`config.mk`:
```
export PLATFORM = sky130hd
export DESIGN_NAME = ring_buffer_deque_unit
export DESIGN_NICKNAME = d
export VERILOG_FILES = /design/src/hdl/rbdq_pkg.sv /design/src/hdl/ring_buffer_deque_unit.sv /design/src/hdl/rbdq_ctrl.sv /design/src/hdl/rbdq_dp.sv
export SDC_FILE = /design/constraint.sdc
export NUM_CORES = 1
export LEC_CHECK = 0
export ABC_AREA = 1
export BUFFER_PORTS_ARGS = -buffer_cell sky130_fd_sc_hd__buf_2
export CORE_MARGIN = 2
export CORE_UTILIZATION = 60
export DETAILED_ROUTE_END_ITERATION = 10
export GPL_TIMING_DRIVEN = 0
export PLACE_DENSITY_LB_ADDON = 0.2
export SYNTH_ARGS = -nofsm -noshare
export SYNTH_HDL_FRONTEND = slang
export SYNTH_SLANG_ARGS = --single-unit
```
`constraint.sdc`:
```
create_clock -name i_clk -period 11.7 [get_ports i_clk]
set_clock_uncertainty 0.1 [all_clocks]
set_input_delay 2.34 -clock i_clk [delete_from_list [all_inputs] [get_ports i_clk]]
set_output_delay 2.34 -clock i_clk [all_outputs]
set_load 0.005 [all_outputs]
```
`src/hdl/rbdq_pkg.sv`:
```
// Shared types, codes and sizes for the ring buffer deque.
package rbdq_pkg;

    // Store geometry
    localparam int DEPTH     = 16;
    localparam int IDX_W     = $clog2(DEPTH);
    localparam int CAP_W     = 5;
    localparam int DATA_BITS = 32;

    localparam logic [CAP_W-1:0] CAP_MAX = CAP_W'(DEPTH);
    localparam logic [CAP_W-1:0] CAP_MIN = CAP_W'(1);

    // Operation codes; codes above OP_QUERY behave as a query
    localparam logic [2:0] OP_PUSH_FRONT = 3'd0;
    localparam logic [2:0] OP_PUSH_BACK  = 3'd1;
    localparam logic [2:0] OP_POP_FRONT  = 3'd2;
    localparam logic [2:0] OP_POP_BACK   = 3'd3;
    localparam logic [2:0] OP_QUERY      = 3'd4;

    // Result status codes
    localparam logic [1:0] ST_DONE       = 2'd0;
    localparam logic [1:0] ST_FULL       = 2'd1;
    localparam logic [1:0] ST_EMPTY      = 2'd2;

    typedef logic signed [DATA_BITS-1:0] t_data;
    typedef logic [IDX_W-1:0]            t_idx;
    typedef logic [CAP_W-1:0]            t_cap;

    typedef struct packed {
        logic [2:0]         op;
        logic signed [31:0] data_in;
    } t_in_item;

    typedef struct packed {
        logic [1:0]         status;
        logic signed [31:0] popped_value;
        logic signed [31:0] front_value;
        logic signed [31:0] rear_value;
        logic               full_flag;
        logic               empty_flag;
    } t_out_item;

    // Controller to datapath
    typedef struct packed {
        logic capture;
        logic exec;
        logic fetch;
        logic cfg_write;
    } t_cmd;

    // Datapath to controller
    typedef struct packed {
        logic need_fetch;
    } t_stat;

endpackage

```
`src/hdl/ring_buffer_deque_unit.sv`:
```
// Ring buffer deque: top level joining the controller and the datapath.
//
// Input channel (i_in_valid / o_in_stall) carries one item: an operation
// (push front, push back, pop front, pop back, query) and a data word.
// Output channel (o_out_valid / i_out_stall) returns one result item per
// input item: status, popped value, front and rear entries, full and empty.
// Configuration channel (i_cfg_valid / o_cfg_ready) writes the capacity,
// saturated to 1..16; every write empties the deque. Ready is high while idle.
// Sequence: an accepted input item passes the execute state and, for a pop
// that leaves entries behind, a fetch state before the result item is offered,
// since the new end entry is read from the single registered read port of the
// entry store. One item is in flight at a time and the input reopens in the
// cycle after the result is taken.
// While the receiver stalls, the result item is held unchanged and no new
// item is accepted. Reset empties the deque and sets the capacity to 16; the
// entry store itself is not cleared, entries are only read after a write.
module ring_buffer_deque_unit
    import rbdq_pkg::*;
(
    input  logic      i_clk,
    input  logic      i_rst_n,
    input  logic      i_in_valid,
    output logic      o_in_stall,
    input  t_in_item  i_in_item,
    output logic      o_out_valid,
    input  logic      i_out_stall,
    output t_out_item o_out_item,
    input  logic      i_cfg_valid,
    output logic      o_cfg_ready,
    input  t_cap      i_cfg_data
);

    t_cmd  cmd;
    t_stat stat;

    rbdq_ctrl u_ctrl (
        .i_clk       (i_clk),
        .i_rst_n     (i_rst_n),
        .i_in_valid  (i_in_valid),
        .o_in_stall  (o_in_stall),
        .o_out_valid (o_out_valid),
        .i_out_stall (i_out_stall),
        .i_cfg_valid (i_cfg_valid),
        .o_cfg_ready (o_cfg_ready),
        .i_stat      (stat),
        .o_cmd       (cmd)
    );

    rbdq_dp u_dp (
        .i_clk      (i_clk),
        .i_rst_n    (i_rst_n),
        .i_cmd      (cmd),
        .i_in_item  (i_in_item),
        .i_cfg_data (i_cfg_data),
        .o_stat     (stat),
        .o_out_item (o_out_item)
    );

endmodule

```
`src/hdl/rbdq_ctrl.sv`:
```
// Sequencing state machine for the ring buffer deque.
module rbdq_ctrl
    import rbdq_pkg::*;
(
    input  logic  i_clk,
    input  logic  i_rst_n,
    input  logic  i_in_valid,
    output logic  o_in_stall,
    output logic  o_out_valid,
    input  logic  i_out_stall,
    input  logic  i_cfg_valid,
    output logic  o_cfg_ready,
    input  t_stat i_stat,
    output t_cmd  o_cmd
);

    typedef enum logic [3:0] {
        S_IDLE  = 4'b0001,
        S_EXEC  = 4'b0010,
        S_FETCH = 4'b0100,
        S_OUT   = 4'b1000
    } t_state;

    t_state r_state;
    t_state n_state;

    // Next state
    always_comb begin
        n_state = r_state;
        unique case (r_state)
            S_IDLE: begin
                if (i_in_valid) n_state = S_EXEC;
            end
            S_EXEC: begin
                n_state = i_stat.need_fetch ? S_FETCH : S_OUT;
            end
            S_FETCH: begin
                n_state = S_OUT;
            end
            S_OUT: begin
                if (!i_out_stall) n_state = S_IDLE;
            end
            default: n_state = S_IDLE;
        endcase
    end

    always_ff @(posedge i_clk) begin
        if (!i_rst_n) begin
            r_state <= S_IDLE;
        end else begin
            r_state <= n_state;
        end
    end

    // Handshakes and datapath commands
    assign o_in_stall       = (r_state != S_IDLE);
    assign o_cfg_ready      = (r_state == S_IDLE);
    assign o_out_valid      = (r_state == S_OUT);
    assign o_cmd.capture    = (r_state == S_IDLE) && i_in_valid;
    assign o_cmd.exec       = (r_state == S_EXEC);
    assign o_cmd.fetch      = (r_state == S_FETCH);
    assign o_cmd.cfg_write  = (r_state == S_IDLE) && i_cfg_valid;

endmodule

```
`src/hdl/rbdq_dp.sv`:
```
// Datapath: entry store, indices, count, cached end values and result.
module rbdq_dp
    import rbdq_pkg::*;
(
    input  logic       i_clk,
    input  logic       i_rst_n,
    input  t_cmd       i_cmd,
    input  t_in_item   i_in_item,
    input  t_cap       i_cfg_data,
    output t_stat      o_stat,
    output t_out_item  o_out_item
);

    t_data mem [DEPTH];

    logic [2:0] r_op;
    t_data      r_data;
    t_idx       r_head;
    t_idx       r_tail;
    t_cap       r_count;
    t_cap       r_cap;
    t_data      r_front;
    t_data      r_rear;
    t_data      r_popped;
    logic [1:0] r_status;
    logic       r_fetch_front;
    t_data      r_rd_data;

    logic  is_push;
    logic  is_pop;
    t_idx  head_up;
    t_idx  head_down;
    t_idx  tail_up;
    t_idx  tail_down;
    t_cap  cfg_sat;
    logic  wr_en;
    t_idx  wr_addr;
    t_idx  rd_addr;

    // Circular index steps within the configured capacity
    assign head_up   = ((CAP_W'(r_head) + CAP_W'(1)) >= r_cap) ? '0 : r_head + IDX_W'(1);
    assign tail_up   = ((CAP_W'(r_tail) + CAP_W'(1)) >= r_cap) ? '0 : r_tail + IDX_W'(1);
    assign head_down = (r_head == '0) ? IDX_W'(r_cap - CAP_W'(1)) : r_head - IDX_W'(1);
    assign tail_down = (r_tail == '0) ? IDX_W'(r_cap - CAP_W'(1)) : r_tail - IDX_W'(1);

    assign is_push = (r_op == OP_PUSH_FRONT) || (r_op == OP_PUSH_BACK);
    assign is_pop  = (r_op == OP_POP_FRONT)  || (r_op == OP_POP_BACK);

    // A pop that leaves entries behind must read the new end from the store
    assign o_stat.need_fetch = is_pop && (r_count > CAP_W'(1));

    // Capacity write saturates into 1..DEPTH
    always_comb begin
        cfg_sat = i_cfg_data;
        if (i_cfg_data < CAP_MIN) cfg_sat = CAP_MIN;
        if (i_cfg_data > CAP_MAX) cfg_sat = CAP_MAX;
    end

    // Store write address and read address for this step
    always_comb begin
        wr_en   = 1'b0;
        wr_addr = '0;
        rd_addr = (r_op == OP_POP_FRONT) ? head_up : tail_down;
        if (i_cmd.exec && is_push && (r_count < r_cap)) begin
            wr_en = 1'b1;
            if (r_count == '0) begin
                wr_addr = '0;
            end else if (r_op == OP_PUSH_FRONT) begin
                wr_addr = head_down;
            end else begin
                wr_addr = tail_up;
            end
        end
    end

    // Entry store: one write port, one registered read port
    always_ff @(posedge i_clk) begin
        if (wr_en) mem[wr_addr] <= r_data;
        r_rd_data <= mem[rd_addr];
    end

    // Item capture and fetch side
    always_ff @(posedge i_clk) begin
        if (i_cmd.capture) begin
            r_op   <= i_in_item.op;
            r_data <= i_in_item.data_in;
        end
        if (i_cmd.exec) begin
            r_fetch_front <= (r_op == OP_POP_FRONT);
        end
    end

    // Control state: indices, count, capacity
    always_ff @(posedge i_clk) begin
        if (!i_rst_n) begin
            r_head  <= '0;
            r_tail  <= '0;
            r_count <= '0;
            r_cap   <= CAP_MAX;
        end else if (i_cmd.cfg_write) begin
            r_head  <= '0;
            r_tail  <= '0;
            r_count <= '0;
            r_cap   <= cfg_sat;
        end else if (i_cmd.exec) begin
            if (is_push && (r_count < r_cap)) begin
                if (r_count == '0) begin
                    r_head <= '0;
                    r_tail <= '0;
                end else if (r_op == OP_PUSH_FRONT) begin
                    r_head <= head_down;
                end else begin
                    r_tail <= tail_up;
                end
                r_count <= r_count + CAP_W'(1);
            end else if (is_pop && (r_count != '0)) begin
                if (r_count == CAP_W'(1)) begin
                    r_head <= '0;
                    r_tail <= '0;
                end else if (r_op == OP_POP_FRONT) begin
                    r_head <= head_up;
                end else begin
                    r_tail <= tail_down;
                end
                r_count <= r_count - CAP_W'(1);
            end
        end
    end

    // Result payload and cached front and rear entries
    always_ff @(posedge i_clk) begin
        if (i_cmd.exec) begin
            r_status <= ST_DONE;
            r_popped <= '0;
            if (is_push) begin
                if (r_count >= r_cap) begin
                    r_status <= ST_FULL;
                end else if (r_count == '0) begin
                    r_front <= r_data;
                    r_rear  <= r_data;
                end else if (r_op == OP_PUSH_FRONT) begin
                    r_front <= r_data;
                end else begin
                    r_rear  <= r_data;
                end
            end else if (is_pop) begin
                if (r_count == '0) begin
                    r_status <= ST_EMPTY;
                end else begin
                    r_popped <= (r_op == OP_POP_FRONT) ? r_front : r_rear;
                end
            end
        end else if (i_cmd.fetch) begin
            if (r_fetch_front) begin
                r_front <= r_rd_data;
            end else begin
                r_rear  <= r_rd_data;
            end
        end
    end

    // Result item
    assign o_out_item.status       = r_status;
    assign o_out_item.popped_value = r_popped;
    assign o_out_item.front_value  = (r_count == '0) ? '0 : r_front;
    assign o_out_item.rear_value   = (r_count == '0) ? '0 : r_rear;
    assign o_out_item.full_flag    = (r_count == r_cap);
    assign o_out_item.empty_flag   = (r_count == '0);

endmodule
```
-- Word-level counts from Yosys, hierarchy flattened
Memory sizes are Yosys's and may differ from the RTL's. A register that Yosys moved wholly into a read port is not among the register bits.
Index checks and enable logic that the tools add are counted.
- register bits after elaboration: 156
- RAM bits: 512
- input port bits: 45
- logic and storage cells: 129
- memories: 1
- $add $sub $neg: 9
- $lt $le $gt $ge: 7
- equality and inequality tests: 20
- mux-type cells: 52
- bitwise logic cells: 2
- reduce and logical (&&, ||, !) cells: 26
- memory list (memory ; words ; bits a word ; rd ports ; clocked after memory_dff ; wr ports ; line ; text):
    u_dp.mem ; 16 ; 32 ; 1 ; 1 ; 1 ; rbdq_dp.sv:14 ; t_data mem [DEPTH];
- operators with widths (cell ; number):
    32-bit two-way mux ; 17
    4-bit two-way mux ; 23
    5-bit two-way mux ; 4
    4-bit one-hot mux with 4 select lines ; 1
    5-bit >= comparator ; 3
    4-bit by 1-bit subtractor with 4-bit output (second input constant) ; 3
    4-bit by 1-bit adder with 5-bit output (second input constant) ; 2
    5-bit AND reduction ; 2
    3-bit != test (second input constant) ; 3
    4-bit by 1-bit adder with 4-bit output (second input constant) ; 2
    4-bit zero test ; 2
    2-bit != test (second input constant) ; 4
    4-bit AND reduction ; 2
    1-bit logical AND ; 7
    3-bit by 2-bit equality test with 1-bit output (second input constant) ; 2
    2-bit two-way mux ; 3
    2-bit nonzero test ; 3
    5-bit by 1-bit adder with 5-bit output (second input constant) ; 1
    5-bit by 1-bit equality test with 1-bit output (second input constant) ; 1
    5-bit equality test ; 1
    5-bit by 1-bit greater-than comparator with 1-bit output (second input constant) ; 1
    5-bit greater-than comparator (second input constant) ; 1
    5-bit zero test ; 1
    5-bit by 1-bit less-than comparator with 1-bit output (second input constant) ; 1
    other kinds (20) ; 26

-- Depth between registers and ports, before layout
Gate-level depths: netlist of the first run.
- depth after elaboration: 7
- mapped depth: 17

-- By module
A second synthesis of the first run with hierarchy kept.
- cells, all modules: 2947
- area, all modules: 30730.7 um^2
- modules (own cells, without submodules) (module ; instances ; cells each ; area an instance (um^2) ; seq. area each (um^2)):
    rbdq_dp ; 1 ; 2905 ; 30479.2 ; 20399.6
    rbdq_ctrl ; 1 ; 42 ; 251.5 ; 80.1

-- Least setup slack after synthesis of the first run
OpenSTA, ideal clock, no wires.
- kind: input port to flip-flop
- from: input i_in_valid
- to: register u_dp.r_data[0], enable pin
- arrival: 3.863 ns
- required time: 11.173 ns
- setup slack: 7.310 ns
- cell stages on the path: 2
- buffers on the path: 0
- cell sequence: inv_1 > nor2_1
- RTL lines (item ; line ; text):
    from (decl) ; ring_buffer_deque_unit.sv:22 ; input logic i_in_valid,
    to (signal assigned) ; rbdq_dp.sv:86 ; r_data <= i_in_item.data_in;
    to (decl) ; rbdq_dp.sv:17 ; t_data r_data;

==> flow_summary.json, run 1 <==
{
  "ir_worst_vdd_mv": 0.123,
  "cts-root-to-sink-buffers": 3,
  "path_cells": "inv_1 -> ha_1 -> nand2_1 -> nor2_1 -> nand2_1 -> clkbuf_1 -> clkbuf_1 -> nand2_1 -> inv_1 -> buf_2",
  "antenna_violating_nets_post_route": 0,
  "drt_first_pass_iters": 8,
  "gp_congestion": 0.914,
  "cts_resized": 0,
  "syn_nets": 3090,
  "drtIter0Drc": 2965,
  "grt_overflow": 0,
  "start_util": 0.604,
  "grt.total_usage": 0.327,
  "synth_top_family_by_area": "simple AND/OR/NAND/NOR gates",
  "cts_tree": "done",
  "post-cts-setup-buffers": 0,
  "setup_viol": 0,
  "grt_max_degree": 36,
  "critPathCaptureType": "output pin",
  "status": "finished, final reports clean",
  "ys_seq_area_frac": 0.665,
  "synthSimpleGateAreaFrac": 0.201,
  "synthMuxAreaShare": 0,
  "hold_viol": 0,
  "start_kind": "flop",
  "hold_path.class": "reg -> reg",
  "synth_compound_area_frac": 0.0159,
  "drv_slew": 0,
  "root_buffer": "clkbuf_16",
  "max_slew_margin": 0.108,
  "timing.final.crit_period_ns": 5.25,
  "tns_ns": 0,
  "area.growth.synth_to_final_pct": 14.4,
  "worstSkewPairLatency_ns": 0.61,
  "power.leakage_nw": 15.8,
  "holdWs_ns": 0.430,
  "wl_per_cell_um": 21.7,
  "num-nets-final": 3333,
  "grt_pass1_vias": 21600,
  "powerDensity_mw_per_mm2": 167,
  "synthAdderAreaFrac": 0.00934,
  "clock-sinks": 700,
  "syn-cell-area_mm2": 0.0308,
  "critPathBufInv": 5,
  "h-tree-depth": 3,
  "path_clk_slew_ns": 0.06,
  "worst_path_largest_cell_delay_ns": 0.44,
  "synth_cell_types": 39,
  "diodes": 0,
  "drc": 0,
  "crit_top_cell": "nand2_1",
  "critical_path_required_ns": 9.26,
  "cp_max_fo": 10,
  "vias": 22600,
  "critPathTopFamily": "buffers and inverters",
  "die_w_um": 231,
  "io_pins": 148,
  "die_height_um": 231,
  "ctsHoldBuffers": 0,
  "max_freq_mhz": 191,
  "dp.final_hpwl_um": 58400,
  "wl_um": 86700,
  "rsz0062_at_grt": "no",
  "grt_pass1_wl_um": 128000,
  "cap_violations": 0,
  "cts_made_buffers": 72,
  "core_mm2": 0.0510,
  "period_share": 0.448,
  "arrival_ns": 2.81,
  "layout-drive-gt1-share": 0.124,
  "synthCells": 3022,
  "worstMarginPinSlew_ns": 1.33,
  "avgSynthCellArea_um2": 10.2,
  "io_buffers": 147,
  "antenna_found_initial": 0,
  "critPathKind": "reg -> out",
  "rows": 83,
  "yosys_register_bits": 700,
  "routed_via_density": 5.67,
  "crit_slowest_cell": "dfxtp_1",
  "yosysWarnings": 0,
  "synth_xor_area_frac": 0.00341,
  "die-area_mm2": 0.0532
}
synthesized netlist by cell type:
cell,number,share of area
a21boi_0,1,0.00024
a21o_1,2,0.00049
a21oi_1,51,0.0083
a21oi_2,2,0.00057
a31oi_1,2,0.00041
and2_1,1,0.00020
buf_1,5,0.00061
buf_2,61,0.0099
buf_4,12,0.0029
buf_6,24,0.0088
clkbuf_1,44,0.0054
clkinv_1,1,0.00012
dfxtp_1,54,0.035
edfxtp_1,646,0.63
ha_1,23,0.0093
inv_1,629,0.077
inv_2,6,0.00073
nand2_1,703,0.086
nand2_2,2,0.00041
nand2_4,2,0.00073
nand3_1,634,0.10
nand3_2,2,0.00065
nand3b_1,2,0.00049
nand4_1,3,0.00061
nand4_2,1,0.00041
nor2_1,50,0.0061
nor2_2,2,0.00041
nor2_4,1,0.00037
nor3_1,7,0.0011
nor3_2,1,0.00033
nor3b_1,1,0.00024
o21a_1,1,0.00024
o21ai_0,24,0.0039
o21ai_1,2,0.00033
o21ai_2,3,0.00085
o22ai_1,3,0.00061
or2_2,2,0.00041
xnor2_1,1,0.00028
xor2_1,11,0.0031
where the power goes:
part / switching [mW] / internal [mW] / total (mW)
clock: 0.943 / 1.31 / 2.25
combinational: 0.540 / 0.198 / 0.737
sequential: 0.0631 / 2.83 / 2.90
total: 1.55 / 4.34 / 5.88
tightest hold or removal path, stage by stage, from the launching register on:
cell	delay, ns
dfxtp_1	0.31
nand2_1	0.05
nand2_1	0.06
routing by layer:
metal	vias up	GRT usage	share of wire
met5	-	0	0
met4	0	0.172	0.052
met3	268	0.0804	0.14
met2	1611	0.502	0.45
met1	10500	0.434	0.36
li1	10300	-	-
kinds of logic after synthesis:
logic type	Yosys count
xor gates and xnor gates	12
and+or+nand+nor	1414
adders and majority gates	23
AOI/OAI and AO/OA	91
buffers and inverters	782
DFF	700
placed cells by master, fill, tap and decap left out, drive strengths merged:
master / instances
nand2: 707
edfxtp: 646
inv: 637
nand3: 636
buf: 271
clkbuf: 136
dfxtp: 54
a21oi: 53
nor2: 53
o21ai: 29
clkinv: 27
ha: 23
xor2: 11
nor3: 8
bufinv: 5
nand4: 4
o22ai: 3
a21o: 2
or2: 2
nand3b: 2
a31oi: 2
and2: 1
o21a: 1
a21boi: 1
nor3b: 1
xnor2: 1
per-stage QoR:
stage,cell area (um^2),setup slack (ns),cells,utilization,total power [mW]
detailed placement,33000,7.03,3871,0.646,3.65
finish,35200,6.45,3996,0.691,5.88
CTS,35200,6.40,3996,0.691,5.86
global route,35200,6.20,3996,0.691,6.04
floorplan,30800,7.31,3022,-,3.33
global placement,32400,5.52,3849,0.635,3.63
path summary, 6_finish.rpt:
check / startpoint / end / slack (ns) / depth (start not counted)
worst max-delay path: u_dp.r_count[0] / o_out_item[51] / 6.45 / 10
worst min-delay path: u_dp.r_rd_data[29] / u_dp.r_front[29] / 0.43 / 2
worst max register to register: u_dp.r_tail[0] / u_dp.mem[1][16] / 7.62 / 13
worst min register to register: u_dp.r_rd_data[29] / u_dp.r_front[29] / 0.43 / 2
layout make-up:
| type | instances | area (um^2) |
|---|---|---|
| clock inverters | 33 | 299 |
| clock buffers | 92 | 1980 |
| plain buffers | 146 | 851 |
| fillers | 3727 | 15700 |
| flip-flops and latches | 700 | 20500 |
| multi-input cells | 1540 | 7220 |
| inverters | 636 | 2390 |
| well taps | 680 | 851 |
| repair buffers | 169 | 1180 |
registers in the layout, summed over array words and instances (netlist names), 2 cells and up:
signal / count
u_dp.r_status: 2
u_dp.r_cap: 5
u_dp.r_rd_data: 32
u_dp.r_head: 4
u_dp.r_front: 32
u_dp.r_data: 32
u_dp.mem: 512
u_dp.r_op: 3
u_dp.r_tail: 4
u_dp.r_popped: 32
u_ctrl.r_state: 4
u_dp.r_rear: 32
u_dp.r_count: 5
Note: power is estimated with default switching activity, not from simulation.
==> inputs of run 2 (changes only) <==
--- a/config.mk
+++ b/config.mk
@@ -5,7 +5,7 @@
 export SDC_FILE = /design/constraint.sdc
 export NUM_CORES = 1
 export LEC_CHECK = 0
-export ABC_AREA = 1
+export ABC_AREA = 0
 export BUFFER_PORTS_ARGS = -buffer_cell sky130_fd_sc_hd__buf_2
 export CORE_MARGIN = 2
 export CORE_UTILIZATION = 60
==> constraint.sdc (replaced) <==
create_clock -name i_clk -period 5.04 [get_ports i_clk]
set_clock_uncertainty 0.1 [all_clocks]
set_input_delay 1.008 -clock i_clk [delete_from_list [all_inputs] [get_ports i_clk]]
set_output_delay 1.008 -clock i_clk [all_outputs]
set_load 0.005 [all_outputs]
==> flow_summary.json, run 2 <==
{
  "dp_worst_setup_slack_ns": 0.585,
  "worstSkewPairLatency_ns": 0.61,
  "hold_viol": 0,
  "wl_met1_um": 29600,
  "final_cell_mix": "edfxtp_1, buf_2, nand2_1",
  "critPathCaptureType": "flop",
  "start_kind": "flop",
  "cp_max_fo": 10,
  "grt_max_degree": 39,
  "gp_congestion": 0.875,
  "top_register": "u_dp.mem",
  "synth-edff-count": 646,
  "final_common_cell": "edfxtp_1",
  "worst_slack_ns": 0.387,
  "synth_xor_area_frac": 0.00279,
  "power.leakage_nw": 12.0,
  "period_share": 0.923,
  "antenna_violating_nets_post_route": 0,
  "clock-sinks": 700,
  "root_buffer": "clkbuf_16",
  "timing.final.crit_period_ns": 4.65,
  "syn-cell-area_mm2": 0.0283,
  "status": "finished, final reports clean",
  "drt_first_pass_iters": 6,
  "yosysWarnings": 0,
  "ctsHoldBuffers": 0,
  "wl_met2_um": 37000,
  "yosys_register_bits": 700,
  "cap_violations": 0,
  "synthMuxAreaShare": 0.0488,
  "ir_worst_vdd_mv": 0.274,
  "cts-root-to-sink-buffers": 3,
  "powerDensity_mw_per_mm2": 416,
  "core_mm2": 0.0466,
  "dp.cells": 2651,
  "num-nets-final": 2185,
  "grt_overflow": 0,
  "die_w_um": 221,
  "wl_met3_um": 7880,
  "setup_viol": 0,
  "synth_top_area_share": 0.686,
  "dp.final_hpwl_um": 52000,
  "io_buffers": 147,
  "wl_per_cell_um": 28.1,
  "max_freq_mhz": 215,
  "cts_resized": 0,
  "yosysTopAreaCell": "edfxtp_1",
  "drtIter0Drc": 2368,
  "vias": 18200,
  "grt_pass1_wl_um": 114000,
  "critical_path_required_ns": 5.41,
  "start_util": 0.608,
  "synth_compound_area_frac": 0.104,
  "largest_reg_flops": 512,
  "die_height_um": 221,
  "syn_nets": 1938,
  "max_slew_margin": 0.142,
  "synth_ff_type": "edfxtp_1",
  "stdcell_count": 2781,
  "grt.total_usage": 0.317,
  "critPathKind": "reg -> reg",
  "wl_um": 78100,
  "drc": 0,
  "layout-drive-gt1-share": 0.180,
  "async_flop_share": 0,
  "die-area_mm2": 0.0489,
  "synth.area.top_cells": "edfxtp_1, dfxtp_1, mux2i_1, a211oi_1, and3_1",
  "h-tree-depth": 3,
  "grt_pass1_vias": 17700,
  "path_clk_slew_ns": 0.06,
  "cts_made_buffers": 71,
  "antenna_found_initial": 0,
  "arrival_ns": 5.02,
  "avgSynthCellArea_um2": 15.1,
  "highest_layer": "met4",
  "ys_seq_area_frac": 0.724,
  "worstMarginPinSlew_ns": 1.29,
  "cts_tree": "done",
  "post-cts-setup-buffers": 0,
  "io_pins": 148,
  "power_mw": 13.7,
  "synthSimpleGateAreaFrac": 0.0852,
  "synth_top_family_by_area": "compound AO/OA/AOI/OAI gates",
  "synth_commonest_cells": "edfxtp_1, nand2_1, a21oi_1",
  "synthAdderAreaFrac": 0.0102,
  "rows": 79,
  "post-synth-top-count-cell": "edfxtp_1",
  "synth_cell_types": 59,
  "area.growth.synth_to_final_pct": 16.0,
  "routed_via_density": 6.53,
  "synthCells": 1870,
  "rsz0062_at_grt": "no",
  "fill_cells": 3024,
  "drv_slew": 0,
  "hold_path.class": "reg -> reg"
}
run 2: cell count changes after synthesis, moves of 102 or more:
cell / change
mux2i_1: +102
a211oi_1: +102
inv_1: -609
and3_1: +103
nand2_1: -553
nand3_1: -622
run 2: worst max-delay path, stage by stage (launching register included):
cell,delay (ns)
dfxtp_1,0.46
inv_1,0.17
ha_1,0.41
ha_1,0.31
nand2_1,0.07
o21a_1,0.23
o211ai_1,0.22
and2_1,0.18
buf_6,0.17
buf_6,0.22
clkbuf_1,0.97
a22oi_1,0.42
a2111o_1,0.57
run 2: logic make-up (layout without fill, tap and decap cells):
| logic type | after synthesis | count (layout) |
|---|---|---|
| buf+inv | 149 | 452 |
| fa+ha+maj | 23 | 23 |
| simple gates | 451 | 451 |
| other cells | 0 | 1 |
| mux | 134 | 134 |
| flops | 700 | 700 |
| compound gates | 404 | 404 |
| xor+xnor | 9 | 9 |
run 2: power breakdown:
group | total, mW | switching (mW) | internal [mW] | leakage [nW]
logic | 1.47 | 0.990 | 0.483 | 4.61
clock network | 5.49 | 2.20 | 3.29 | 1.19
registers | 6.71 | 0.138 | 6.57 | 6.24
total | 13.7 | 3.32 | 10.3 | 12.0
run 2: layout make-up:
cell class	count	area [um^2]	share of cell area
sequential	700	20500	0.624
multi-input combinational	1021	7250	0.221
clock buffer	100	2040	0.0621
timing repair buffer	174	1190	0.0364
tap	607	759	0.0231
buffer	128	629	0.0192
clock inverter	29	392	0.0119
inverter	21	78.8	0.00240
antenna	1	2.50	0.0000762
run 2: through the flow:
step,TNS [ns],hold WS (ns),util,instance area [um^2]
after floorplan,0,0.341,-,28300
after global placement,-580.15,0.356,0.640,29800
after detailed placement,0,0.365,0.653,30400
after CTS,0,0.379,0.705,32800
after global routing,0,0.408,0.705,32800
final,0,0.378,0.705,32800
run 2: metal layers:
| metal | track usage | up-vias |
|---|---|---|
| met3 | 0.0644 | 226 |
| met1 | 0.417 | 8964 |
| met2 | 0.513 | 1141 |
| li1 | - | 7826 |
| met4 | 0.145 | 0 |
| met5 | 0 | - |
run 2: path summary, 6_finish.rpt:
path | start | to | slack (ns) | cells after the start
max | u_dp.r_head[0] | u_dp.r_rd_data[12] | 0.39 | 12
min | u_dp.r_cap[4] | u_dp.r_cap[4] | 0.38 | 2
max reg2reg | u_dp.r_head[0] | u_dp.r_rd_data[12] | 0.39 | 12
min reg2reg | u_dp.r_cap[4] | u_dp.r_cap[4] | 0.38 | 2
